## src/sfr_pkg.sv

```systemverilog
// Shared constants, types and codes for the servo frame receiver.
// No dependencies; every other file in the project uses this package.
`timescale 1ns / 1ps
`default_nettype none

package sfr_pkg;

    localparam int NUM_CHANNELS = 8;
    localparam int HDR_LEN      = 3;
    localparam int TERM_SLOT    = HDR_LEN + NUM_CHANNELS;

    localparam int FILL_W     = $clog2(TERM_SLOT + 1);
    localparam int CHAN_IDX_W = (NUM_CHANNELS > 1) ? $clog2(NUM_CHANNELS) : 1;

    localparam int BYTE_W    = 8;
    localparam int POS_W     = 16;
    localparam int KIND_W    = 2;
    localparam int CHANNEL_W = 5;
    localparam int CFG_IDX_W = 4;
    localparam int CFG_DAT_W = 16;

    localparam int PROD_W = BYTE_W + POS_W;

    // Division by 255 is a multiply by ceil(2^31 / 255) and a shift; exact for 24-bit products.
    localparam int            RECIP_W   = 24;
    localparam int            DIV_SHIFT = 31;
    localparam [RECIP_W-1:0]  RECIP_255 = 24'h808081;

    localparam [KIND_W-1:0] KIND_POSITION = 2'd0;
    localparam [KIND_W-1:0] KIND_HEADER   = 2'd1;
    localparam [KIND_W-1:0] KIND_TERM     = 2'd2;

    localparam [CFG_IDX_W-1:0] REG_HEADER_FIRST  = 4'd0;
    localparam [CFG_IDX_W-1:0] REG_HEADER_SECOND = 4'd1;
    localparam [CFG_IDX_W-1:0] REG_HEADER_THIRD  = 4'd2;
    localparam [CFG_IDX_W-1:0] REG_MAX_POSITION  = 4'd3;

    localparam [BYTE_W-1:0] RST_HEADER_FIRST  = 8'h48;
    localparam [BYTE_W-1:0] RST_HEADER_SECOND = 8'h4F;
    localparam [BYTE_W-1:0] RST_HEADER_THIRD  = 8'h50;
    localparam [POS_W-1:0]  RST_MAX_POSITION  = 16'd1023;
    localparam [BYTE_W-1:0] TERMINATOR        = 8'h00;

    typedef struct packed {
        logic              store_byte;
        logic              clear_fill;
        logic              chan_clear;
        logic              chan_inc;
        logic              mult;
        logic              load_pos;
        logic              load_err;
        logic [KIND_W-1:0] err_kind;
    } sfr_cmd_t;

    typedef struct packed {
        logic byte_zero;
        logic at_term;
        logic header_ok;
        logic out_last;
    } sfr_stat_t;

endpackage

`default_nettype wire

```

## src/sfr_if.sv

```systemverilog
// Handshake interfaces for the byte input, result output and register write channels.
// Depends on sfr_pkg for field widths.
`timescale 1ns / 1ps
`default_nettype none

interface sfr_in_if;
    logic                       valid;
    logic                       ready;
    logic [sfr_pkg::BYTE_W-1:0] rx_byte;

    modport source (output valid, output rx_byte, input ready);
    modport sink (input valid, input rx_byte, output ready);
endinterface

interface sfr_out_if;
    logic                          valid;
    logic                          ready;
    logic [sfr_pkg::KIND_W-1:0]    kind;
    logic [sfr_pkg::CHANNEL_W-1:0] channel;
    logic [sfr_pkg::POS_W-1:0]     position;
    logic                          last;

    modport source (output valid, output kind, output channel, output position,
                    output last, input ready);
    modport sink (input valid, input kind, input channel, input position,
                  input last, output ready);
endinterface

interface sfr_cfg_if;
    logic                          valid;
    logic                          ready;
    logic [sfr_pkg::CFG_IDX_W-1:0] index;
    logic [sfr_pkg::CFG_DAT_W-1:0] data;

    modport source (output valid, output index, output data, input ready);
    modport sink (input valid, input index, input data, output ready);
endinterface

`default_nettype wire

```

## src/sfr_datapath.sv

```systemverilog
// Datapath: configuration registers, frame store, fill and channel counters, scaler, result word.
// Depends on sfr_pkg; driven by commands from sfr_ctrl.
`timescale 1ns / 1ps
`default_nettype none

module sfr_datapath (
    input  wire                              clk,
    input  wire                              rst_n,
    input  wire sfr_pkg::sfr_cmd_t           cmd,
    output sfr_pkg::sfr_stat_t               stat,
    input  wire [sfr_pkg::BYTE_W-1:0]        rx_byte,
    input  wire                              cfg_we,
    input  wire [sfr_pkg::CFG_IDX_W-1:0]     cfg_index,
    input  wire [sfr_pkg::CFG_DAT_W-1:0]     cfg_data,
    output logic [sfr_pkg::KIND_W-1:0]       kind,
    output logic [sfr_pkg::CHANNEL_W-1:0]    channel,
    output logic [sfr_pkg::POS_W-1:0]        position,
    output logic                             last
);

    logic [sfr_pkg::BYTE_W-1:0]     hdr_first_reg;
    logic [sfr_pkg::BYTE_W-1:0]     hdr_second_reg;
    logic [sfr_pkg::BYTE_W-1:0]     hdr_third_reg;
    logic [sfr_pkg::POS_W-1:0]      max_pos_reg;

    logic [sfr_pkg::BYTE_W-1:0]     hdr_store_reg [sfr_pkg::HDR_LEN];
    logic [sfr_pkg::BYTE_W-1:0]     chan_store [sfr_pkg::NUM_CHANNELS];

    logic [sfr_pkg::FILL_W-1:0]     fill_reg;
    logic [sfr_pkg::FILL_W-1:0]     fill_next;
    logic [sfr_pkg::CHAN_IDX_W-1:0] chan_idx_reg;
    logic [sfr_pkg::CHAN_IDX_W-1:0] chan_idx_next;

    logic [sfr_pkg::PROD_W-1:0]     prod_reg;
    logic [sfr_pkg::PROD_W-1:0]     prod_next;

    logic [sfr_pkg::KIND_W-1:0]     kind_reg;
    logic [sfr_pkg::CHANNEL_W-1:0]  channel_reg;
    logic [sfr_pkg::POS_W-1:0]      position_reg;
    logic                           last_reg;

    logic [sfr_pkg::FILL_W-1:0]     chan_off;
    logic [sfr_pkg::CHAN_IDX_W-1:0] chan_wr_addr;
    logic [sfr_pkg::PROD_W+sfr_pkg::RECIP_W-1:0] recip_prod;
    logic [sfr_pkg::POS_W-1:0]      quotient;
    logic                           chan_is_last;

    always_ff @(posedge clk or negedge rst_n)
    begin
        if (!rst_n)
        begin
            hdr_first_reg  <= sfr_pkg::RST_HEADER_FIRST;
            hdr_second_reg <= sfr_pkg::RST_HEADER_SECOND;
            hdr_third_reg  <= sfr_pkg::RST_HEADER_THIRD;
            max_pos_reg    <= sfr_pkg::RST_MAX_POSITION;
        end
        else if (cfg_we)
        begin
            case (cfg_index)
                sfr_pkg::REG_HEADER_FIRST:  hdr_first_reg  <= cfg_data[sfr_pkg::BYTE_W-1:0];
                sfr_pkg::REG_HEADER_SECOND: hdr_second_reg <= cfg_data[sfr_pkg::BYTE_W-1:0];
                sfr_pkg::REG_HEADER_THIRD:  hdr_third_reg  <= cfg_data[sfr_pkg::BYTE_W-1:0];
                sfr_pkg::REG_MAX_POSITION:  max_pos_reg    <= cfg_data[sfr_pkg::POS_W-1:0];
                default:
                begin
                end
            endcase
        end
    end

    assign chan_off     = fill_reg - sfr_pkg::FILL_W'(sfr_pkg::HDR_LEN);
    assign chan_wr_addr = chan_off[sfr_pkg::CHAN_IDX_W-1:0];

    always_ff @(posedge clk)
    begin
        if (cmd.store_byte)
        begin
            if (fill_reg < sfr_pkg::FILL_W'(sfr_pkg::HDR_LEN))
            begin
                hdr_store_reg[fill_reg[1:0]] <= rx_byte;
            end
            else
            begin
                chan_store[chan_wr_addr] <= rx_byte;
            end
        end
    end

    always_comb
    begin
        fill_next = fill_reg;
        if (cmd.clear_fill)
        begin
            fill_next = '0;
        end
        else if (cmd.store_byte)
        begin
            fill_next = fill_reg + 1'b1;
        end

        chan_idx_next = chan_idx_reg;
        if (cmd.chan_clear)
        begin
            chan_idx_next = '0;
        end
        else if (cmd.chan_inc)
        begin
            chan_idx_next = chan_idx_reg + 1'b1;
        end
    end

    always_ff @(posedge clk or negedge rst_n)
    begin
        if (!rst_n)
        begin
            fill_reg     <= '0;
            chan_idx_reg <= '0;
        end
        else
        begin
            fill_reg     <= fill_next;
            chan_idx_reg <= chan_idx_next;
        end
    end

    assign prod_next  = chan_store[chan_idx_reg] * max_pos_reg;
    assign recip_prod = prod_reg * sfr_pkg::RECIP_255;
    assign quotient   = recip_prod[sfr_pkg::DIV_SHIFT+sfr_pkg::POS_W-1:sfr_pkg::DIV_SHIFT];
    assign chan_is_last = (chan_idx_reg == sfr_pkg::CHAN_IDX_W'(sfr_pkg::NUM_CHANNELS - 1));

    always_ff @(posedge clk)
    begin
        if (cmd.mult)
        begin
            prod_reg <= prod_next;
        end
        if (cmd.load_pos)
        begin
            kind_reg     <= sfr_pkg::KIND_POSITION;
            channel_reg  <= sfr_pkg::CHANNEL_W'(chan_idx_reg);
            position_reg <= quotient;
            last_reg     <= chan_is_last;
        end
        else if (cmd.load_err)
        begin
            kind_reg     <= cmd.err_kind;
            channel_reg  <= '0;
            position_reg <= '0;
            last_reg     <= 1'b1;
        end
    end

    assign stat.byte_zero = (rx_byte == sfr_pkg::TERMINATOR);
    assign stat.at_term   = (fill_reg == sfr_pkg::FILL_W'(sfr_pkg::TERM_SLOT));
    assign stat.header_ok = (hdr_store_reg[0] == hdr_first_reg)
                          && (hdr_store_reg[1] == hdr_second_reg)
                          && (hdr_store_reg[2] == hdr_third_reg);
    assign stat.out_last  = last_reg;

    assign kind     = kind_reg;
    assign channel  = channel_reg;
    assign position = position_reg;
    assign last     = last_reg;

endmodule

`default_nettype wire

```

## src/sfr_ctrl.sv

```systemverilog
// Controller state machine: byte intake, resync tracking and the per-channel result sequence.
// Depends on sfr_pkg; commands sfr_datapath.
`timescale 1ns / 1ps
`default_nettype none

module sfr_ctrl (
    input  wire                     clk,
    input  wire                     rst_n,
    input  wire                     in_valid,
    output logic                    in_ready,
    output logic                    out_valid,
    input  wire                     out_ready,
    input  wire sfr_pkg::sfr_stat_t stat,
    output sfr_pkg::sfr_cmd_t       cmd
);

    localparam [1:0] S_IDLE = 2'd0;
    localparam [1:0] S_MUL  = 2'd1;
    localparam [1:0] S_DIV  = 2'd2;
    localparam [1:0] S_SEND = 2'd3;

    logic [1:0] state_reg;
    logic [1:0] state_next;
    logic       resync_reg;
    logic       resync_next;
    logic       in_acc;
    logic       out_acc;

    assign in_ready  = (state_reg == S_IDLE);
    assign out_valid = (state_reg == S_SEND);
    assign in_acc    = in_valid && in_ready;
    assign out_acc   = out_valid && out_ready;

    always_comb
    begin
        state_next  = state_reg;
        resync_next = resync_reg;
        cmd         = '0;
        case (state_reg)
            S_IDLE:
            begin
                if (in_acc)
                begin
                    if (resync_reg)
                    begin
                        if (stat.byte_zero)
                        begin
                            resync_next = 1'b0;
                        end
                    end
                    else if (stat.at_term && !stat.byte_zero)
                    begin
                        cmd.clear_fill = 1'b1;
                        cmd.load_err   = 1'b1;
                        cmd.err_kind   = sfr_pkg::KIND_TERM;
                        resync_next    = 1'b1;
                        state_next     = S_SEND;
                    end
                    else if (stat.at_term)
                    begin
                        cmd.clear_fill = 1'b1;
                        if (stat.header_ok)
                        begin
                            cmd.chan_clear = 1'b1;
                            state_next     = S_MUL;
                        end
                        else
                        begin
                            cmd.load_err = 1'b1;
                            cmd.err_kind = sfr_pkg::KIND_HEADER;
                            state_next   = S_SEND;
                        end
                    end
                    else
                    begin
                        cmd.store_byte = 1'b1;
                    end
                end
            end
            S_MUL:
            begin
                cmd.mult   = 1'b1;
                state_next = S_DIV;
            end
            S_DIV:
            begin
                cmd.load_pos = 1'b1;
                state_next   = S_SEND;
            end
            S_SEND:
            begin
                if (out_acc)
                begin
                    if (stat.out_last)
                    begin
                        state_next = S_IDLE;
                    end
                    else
                    begin
                        cmd.chan_inc = 1'b1;
                        state_next   = S_MUL;
                    end
                end
            end
            default:
            begin
                state_next = S_IDLE;
            end
        endcase
    end

    always_ff @(posedge clk or negedge rst_n)
    begin
        if (!rst_n)
        begin
            state_reg  <= S_IDLE;
            resync_reg <= 1'b0;
        end
        else
        begin
            state_reg  <= state_next;
            resync_reg <= resync_next;
        end
    end

`ifndef SYNTHESIS
    a_no_overlap: assert property (@(posedge clk) disable iff (!rst_n)
        !(in_ready && out_valid))
        else $error("Input taken while a result word is pending.");

    a_mul_to_div: assert property (@(posedge clk) disable iff (!rst_n)
        (state_reg == S_MUL) |=> (state_reg == S_DIV))
        else $error("Scaler sequence broken after multiply.");

    a_last_to_idle: assert property (@(posedge clk) disable iff (!rst_n)
        (out_acc && stat.out_last) |=> in_ready)
        else $error("Receiver not ready after the final result word.");

    a_resync_no_result: assert property (@(posedge clk) disable iff (!rst_n)
        (in_acc && resync_reg) |=> !out_valid)
        else $error("Result produced while resynchronizing.");
`endif

endmodule

`default_nettype wire

```

## src/servo_frame_receiver.sv

```systemverilog
// Servo frame receiver top level: joins the controller and datapath to the channel interfaces.
// Depends on sfr_pkg, sfr_if, sfr_ctrl and sfr_datapath.
// Results: an error word is valid in the cycle after the byte that causes it is taken.
// Each position word passes through the multiply, scale and present states, the first
// after the terminator and each later one after the previous word is taken.
// Throughput: one byte per cycle when no word is produced; input is held while words are sent.
// Reset: asynchronous, active low; clears counters, resync flag, state; sets config defaults.
`timescale 1ns / 1ps
`default_nettype none

module servo_frame_receiver (
    input  wire        clk,
    input  wire        rst_n,
    sfr_in_if.sink     rx,
    sfr_out_if.source  tx,
    sfr_cfg_if.sink    cfg
);

    sfr_pkg::sfr_cmd_t  cmd;
    sfr_pkg::sfr_stat_t stat;

    assign cfg.ready = 1'b1;

    sfr_ctrl u_ctrl (
        .clk       (clk),
        .rst_n     (rst_n),
        .in_valid  (rx.valid),
        .in_ready  (rx.ready),
        .out_valid (tx.valid),
        .out_ready (tx.ready),
        .stat      (stat),
        .cmd       (cmd)
    );

    sfr_datapath u_datapath (
        .clk       (clk),
        .rst_n     (rst_n),
        .cmd       (cmd),
        .stat      (stat),
        .rx_byte   (rx.rx_byte),
        .cfg_we    (cfg.valid),
        .cfg_index (cfg.index),
        .cfg_data  (cfg.data),
        .kind      (tx.kind),
        .channel   (tx.channel),
        .position  (tx.position),
        .last      (tx.last)
    );

endmodule

`default_nettype wire
```

## src/flat_wrapper.sv

```systemverilog
// flat-port wrapper written by rule: the top's interface ports become plain ports
module servo_frame_receiver_flat 
  (clk, rst_n, rx_valid, rx_rx_byte, rx_ready, tx_valid, tx_kind, tx_channel, tx_position, tx_last, tx_ready, cfg_valid, cfg_index, cfg_data, cfg_ready);
  sfr_in_if rx_i ();
  sfr_out_if tx_i ();
  sfr_cfg_if cfg_i ();
  input  wire clk;
  input  wire rst_n;
  input wire logic [$bits(rx_i.valid)-1:0] rx_valid;
  input wire logic [$bits(rx_i.rx_byte)-1:0] rx_rx_byte;
  output wire logic [$bits(rx_i.ready)-1:0] rx_ready;
  output wire logic [$bits(tx_i.valid)-1:0] tx_valid;
  output wire logic [$bits(tx_i.kind)-1:0] tx_kind;
  output wire logic [$bits(tx_i.channel)-1:0] tx_channel;
  output wire logic [$bits(tx_i.position)-1:0] tx_position;
  output wire logic [$bits(tx_i.last)-1:0] tx_last;
  input wire logic [$bits(tx_i.ready)-1:0] tx_ready;
  input wire logic [$bits(cfg_i.valid)-1:0] cfg_valid;
  input wire logic [$bits(cfg_i.index)-1:0] cfg_index;
  input wire logic [$bits(cfg_i.data)-1:0] cfg_data;
  output wire logic [$bits(cfg_i.ready)-1:0] cfg_ready;
  assign rx_i.valid = rx_valid;
  assign rx_i.rx_byte = rx_rx_byte;
  assign rx_ready = rx_i.ready;
  assign tx_valid = tx_i.valid;
  assign tx_kind = tx_i.kind;
  assign tx_channel = tx_i.channel;
  assign tx_position = tx_i.position;
  assign tx_last = tx_i.last;
  assign tx_i.ready = tx_ready;
  assign cfg_i.valid = cfg_valid;
  assign cfg_i.index = cfg_index;
  assign cfg_i.data = cfg_data;
  assign cfg_ready = cfg_i.ready;
  servo_frame_receiver u_core (.clk(clk), .rst_n(rst_n), .rx(rx_i), .tx(tx_i), .cfg(cfg_i));
endmodule
```

## config.mk

```make
export PLATFORM = sky130hd
export DESIGN_NAME = servo_frame_receiver_flat
export DESIGN_NICKNAME = d
export VERILOG_FILES = /design/src/sfr_pkg.sv /design/src/sfr_if.sv /design/src/sfr_datapath.sv /design/src/sfr_ctrl.sv /design/src/servo_frame_receiver.sv /design/src/flat_wrapper.sv
export SDC_FILE = /design/constraint.sdc
export NUM_CORES = 1
export LEC_CHECK = 0
export ABC_AREA = 1
export BUFFER_PORTS_ARGS = -buffer_cell sky130_fd_sc_hd__buf_4
export CAP_MARGIN = 30
export CORE_ASPECT_RATIO = 1.4
export CORE_MARGIN = 4
export CORE_UTILIZATION = 50
export CTS_CLUSTER_SIZE = 20
export DETAILED_ROUTE_END_ITERATION = 16
export PLACE_DENSITY = 0.67
export SLEW_MARGIN = 20
export SYNTH_ARGS = -nofsm -noshare
export SYNTH_HDL_FRONTEND = slang
export SYNTH_SLANG_ARGS = --single-unit
```

## constraint.sdc

```tcl
create_clock -name clk -period 8.2 [get_ports clk]
set_input_delay 1.64 -clock clk [delete_from_list [all_inputs] [get_ports clk]]
set_output_delay 1.64 -clock clk [all_outputs]
set_load 0.02 [all_outputs]
```

==> results.py <==
metrics = {
    "worst_setup_path": {
        "rrSetupSlack_ps": 2280,
        "max_stage_delay_ps": 620,
        "worstPathRequired_ps": 8390,
        "critPathKind": "flop to flop",
        "endpoint": "u_core.u_datapath.prod_reg[17]",
        "reg2reg_to": "u_core.u_datapath.prod_reg[17]",
        "crit_fanout": 25,
        "arrival_ps": 6110,
        "worst_setup_path_start_kind": "flop",
        "cp_cell_sequence": "buf_4 -> o21ai_0 -> o221ai_1 -> nand2_2 -> inv_1 -> nand2_1 -> fa_1 -> inv_1 -> fa_1 -> fa_1 -> inv_1 -> fa_1 -> inv_1 -> ha_1 -> nand2_1 -> nor2_1 -> a21oi_1 -> o21ai_2 -> nand2_1 -> nand3_1 -> nand2_1",
        "r2r-start": "u_core.u_datapath.chan_idx_reg[0]",
        "crit_start": "u_core.u_datapath.chan_idx_reg[0]",
        "ff2ff_path_depth": 21,
        "cp-end-kind": "flop",
        "cp_slowest_cell": "dfrtp_1",
    },
    "sta": {
        "finalSetupViolations": 0,
        "max_freq_mhz": 169,
        "fin_crit_ps": 5920,
        "rsz0062_at_grt": "no",
        "tns_ps": 0,
        "worst_slew_pin_slew_ps": 926,
        "slew_headroom": 0.383,
        "drv_slew": 0,
        "hold_violations": 0,
        "fin_skew_ps": 19.7,
        "period_share": 0.722,
    },
    "floorplan": {
        "rows": 77,
        "ioPinCount": 60,
        "design.core.area_sq_um": 31500,
        "dieArea_sq_um": 34800,
        "fp.dieH_microns": 219,
        "start_util": 0.506,
        "die_w_microns": 159,
    },
    "clocking": {
        "cts_setup_buffers": 0,
        "cts_made_buffers": 17,
        "cts_hold_buf": 0,
        "root_buffer": "clkbuf_16",
        "insertion_delay_ps": 450,
        "cts-resized-gates": 0,
        "htreeDepth": 4,
        "clk_pin_slew_worst_paths_ps": 70,
        "clockBufferDepth": 2,
        "tritoncts_num_sinks": 184,
        "cts_tree": "yes",
    },
    "global_routing": {
        "grt_pass1_vias": 12400,
        "grt_pass1_wl_microns": 62500,
        "grt_start_max_net_pins": 51,
        "track_usage": 0.226,
        "overflow": 0,
        "antenna_found_initial": 0,
    },
    "detailed_routing": {
        "drt-initial-drc-count": 659,
        "drc": 0,
        "drt_wl_total_microns": 38500,
        "drt-pass1-iter-count": 5,
        "vias": 11900,
        "wl_per_cell_microns": 17.0,
        "via_per_inst": 5.27,
        "ant_nets": 0,
    },
    "synthesis": {
        "synth_edf_count": 132,
        "ys_seq_elements": 184,
        "synthCells": 1804,
        "syn_avg_cell_area_sq_um": 8.84,
        "yosysTopAreaCell": "edfxtp_1",
        "synthArstFlopShare": 0.272,
        "yosysWarningCount": 0,
        "ys_types": 45,
        "ys_seq_area_frac": 0.331,
        "syn_area_sq_um": 15900,
        "dominantRegCellSynth": "edfxtp_1",
        "netlist_top_cells_area": "edfxtp_1, ha_1, fa_1",
        "synth_top_area_frac": 0.249,
    },
    "status": {
        "outcome": "complete, no violations",
    },
    "run": {
        "drv_cap": 0,
    },
    "layout": {
        "multi_input_area_sq_um": 9130,
        "antennaDiodeCount": 0,
        "area_growth_pct": 8.56,
        "drive_above_1_share": 0.0732,
        "fin_cells": 2266,
        "fill_cells": 2889,
        "seq_area_sq_um": 5280,
        "largest_reg_flops": 64,
        "layout.nets": 2215,
    },
    "worst_hold_path": {
        "min_path_cells": 2,
        "hp-class": "flop to flop",
    },
    "placement": {
        "post-place-cells": 2232,
        "port_buffers": 56,
        "dp_hpwl_microns": 31000,
        "routabilityCongestion": 0.960,
    },
}
-- layout make-up --
class / count / share of cell area
clock buffer: 20 / 0.0252
timing repair buffer: 62 / 0.0276
clock inverter: 12 / 0.0106
inverter: 347 / 0.0756
sequential: 184 / 0.305
multi-input combinational: 1246 / 0.527
tap: 395 / 0.0286
-- per-layer routing --
| layer | track usage | vias up | part of all wire |
|---|---|---|---|
| met5 | 0 | - | 0 |
| met4 | 0.0920 | 0 | 0.036 |
| met3 | 0.0237 | 76 | 0.030 |
| met2 | 0.448 | 244 | 0.55 |
| met1 | 0.246 | 5719 | 0.38 |
| li1 | - | 5898 | - |
-- layout by cell type (no fill, tap or decap), drive strengths merged, types with 3 or more instances in the layout --
cell	n
o21ai	80
xnor2	28
conb	3
clkinv	4
a21o	5
dfrtp	31
nor3	16
edfxtp	132
xor2	10
bufinv	3
inv	351
a31oi	3
nand4	13
and2	3
o22ai	5
mux2i	16
a21oi	79
nand3	47
buf	62
o221ai	16
dfstp	19
fa	100
nor2	252
nand2	324
ha	224
o21bai	10
clkbuf	20
-- Yosys cell counts, types with 4 or more instances --
library cell	instances
dfstp_2	19
mux2i_1	16
nand2_2	9
o21ai_1	9
o221ai_1	16
inv_1	340
buf_4	4
a21oi_1	79
nand3_1	47
o22ai_1	5
nor2_1	245
clkbuf_1	9
nand2_1	315
o21bai_1	10
nand4_1	13
inv_2	4
fa_1	100
edfxtp_1	132
buf_6	10
nor3_1	15
xnor2_1	28
xor2_1	10
dfrtp_1	31
ha_1	224
a21o_1	5
o21ai_0	70
nor2_2	7
-- stage by stage --
| step | hold slack [ps] | worst slack (ps) | util | instance area (sq um) |
|---|---|---|---|---|
| floorplan | 453 | 3340 | - | 15900 |
| global placement | 458 | 2390 | 0.528 | 16600 |
| detailed placement | 462 | 2320 | 0.529 | 16700 |
| CTS | 472 | 2300 | 0.548 | 17300 |
| global route | 489 | 1840 | 0.549 | 17300 |
| finish | 466 | 2280 | 0.549 | 17300 |
-- worst min-delay path by stage --
| stage | from | end | slack (ps) |
|---|---|---|---|
| 5_1_grt | u_core.u_datapath.kind[1] | u_core.u_datapath.kind[1] | 490 |
| 6_report | u_core.u_datapath.kind[1] | u_core.u_datapath.kind[1] | 470 |
| 3_5_place_dp | u_core.u_datapath.kind[1] | u_core.u_datapath.kind[1] | 460 |
| 3_3_place_gp | u_core.u_datapath.kind[0] | u_core.u_datapath.kind[0] | 460 |
| 4_1_cts | u_core.u_datapath.kind[1] | u_core.u_datapath.kind[1] | 470 |
| 2_1_floorplan | u_core.u_datapath.hdr_first_reg[1] | u_core.u_datapath.hdr_first_reg[1] | 450 |
-- logic make-up after synthesis --
family,count (synthesis),share of synthesized area
AO/OA/AOI/OAI,201,0.0706
XOR/XNOR,38,0.0209
adder cells (fa/ha/maj),324,0.301
buffers and inverters,375,0.0966
flip-flops,184,0.331
multiplexers,18,0.0115
other,2,0.000471
AND/OR/NAND/NOR,662,0.167
-- critical path, delay by kind of cell, from the launching register on --
kind / cells / cell delay [ps]
and+or+nand+nor: 7 / 1010
AOI/OAI and AO/OA: 4 / 860
DFF: 1 / 620
adders and majority gates: 5 / 2390
buffers and inverters: 5 / 750
Power is not shown: default switching activity piles up to over one toggle a cycle in this logic, so the estimate is an artifact.
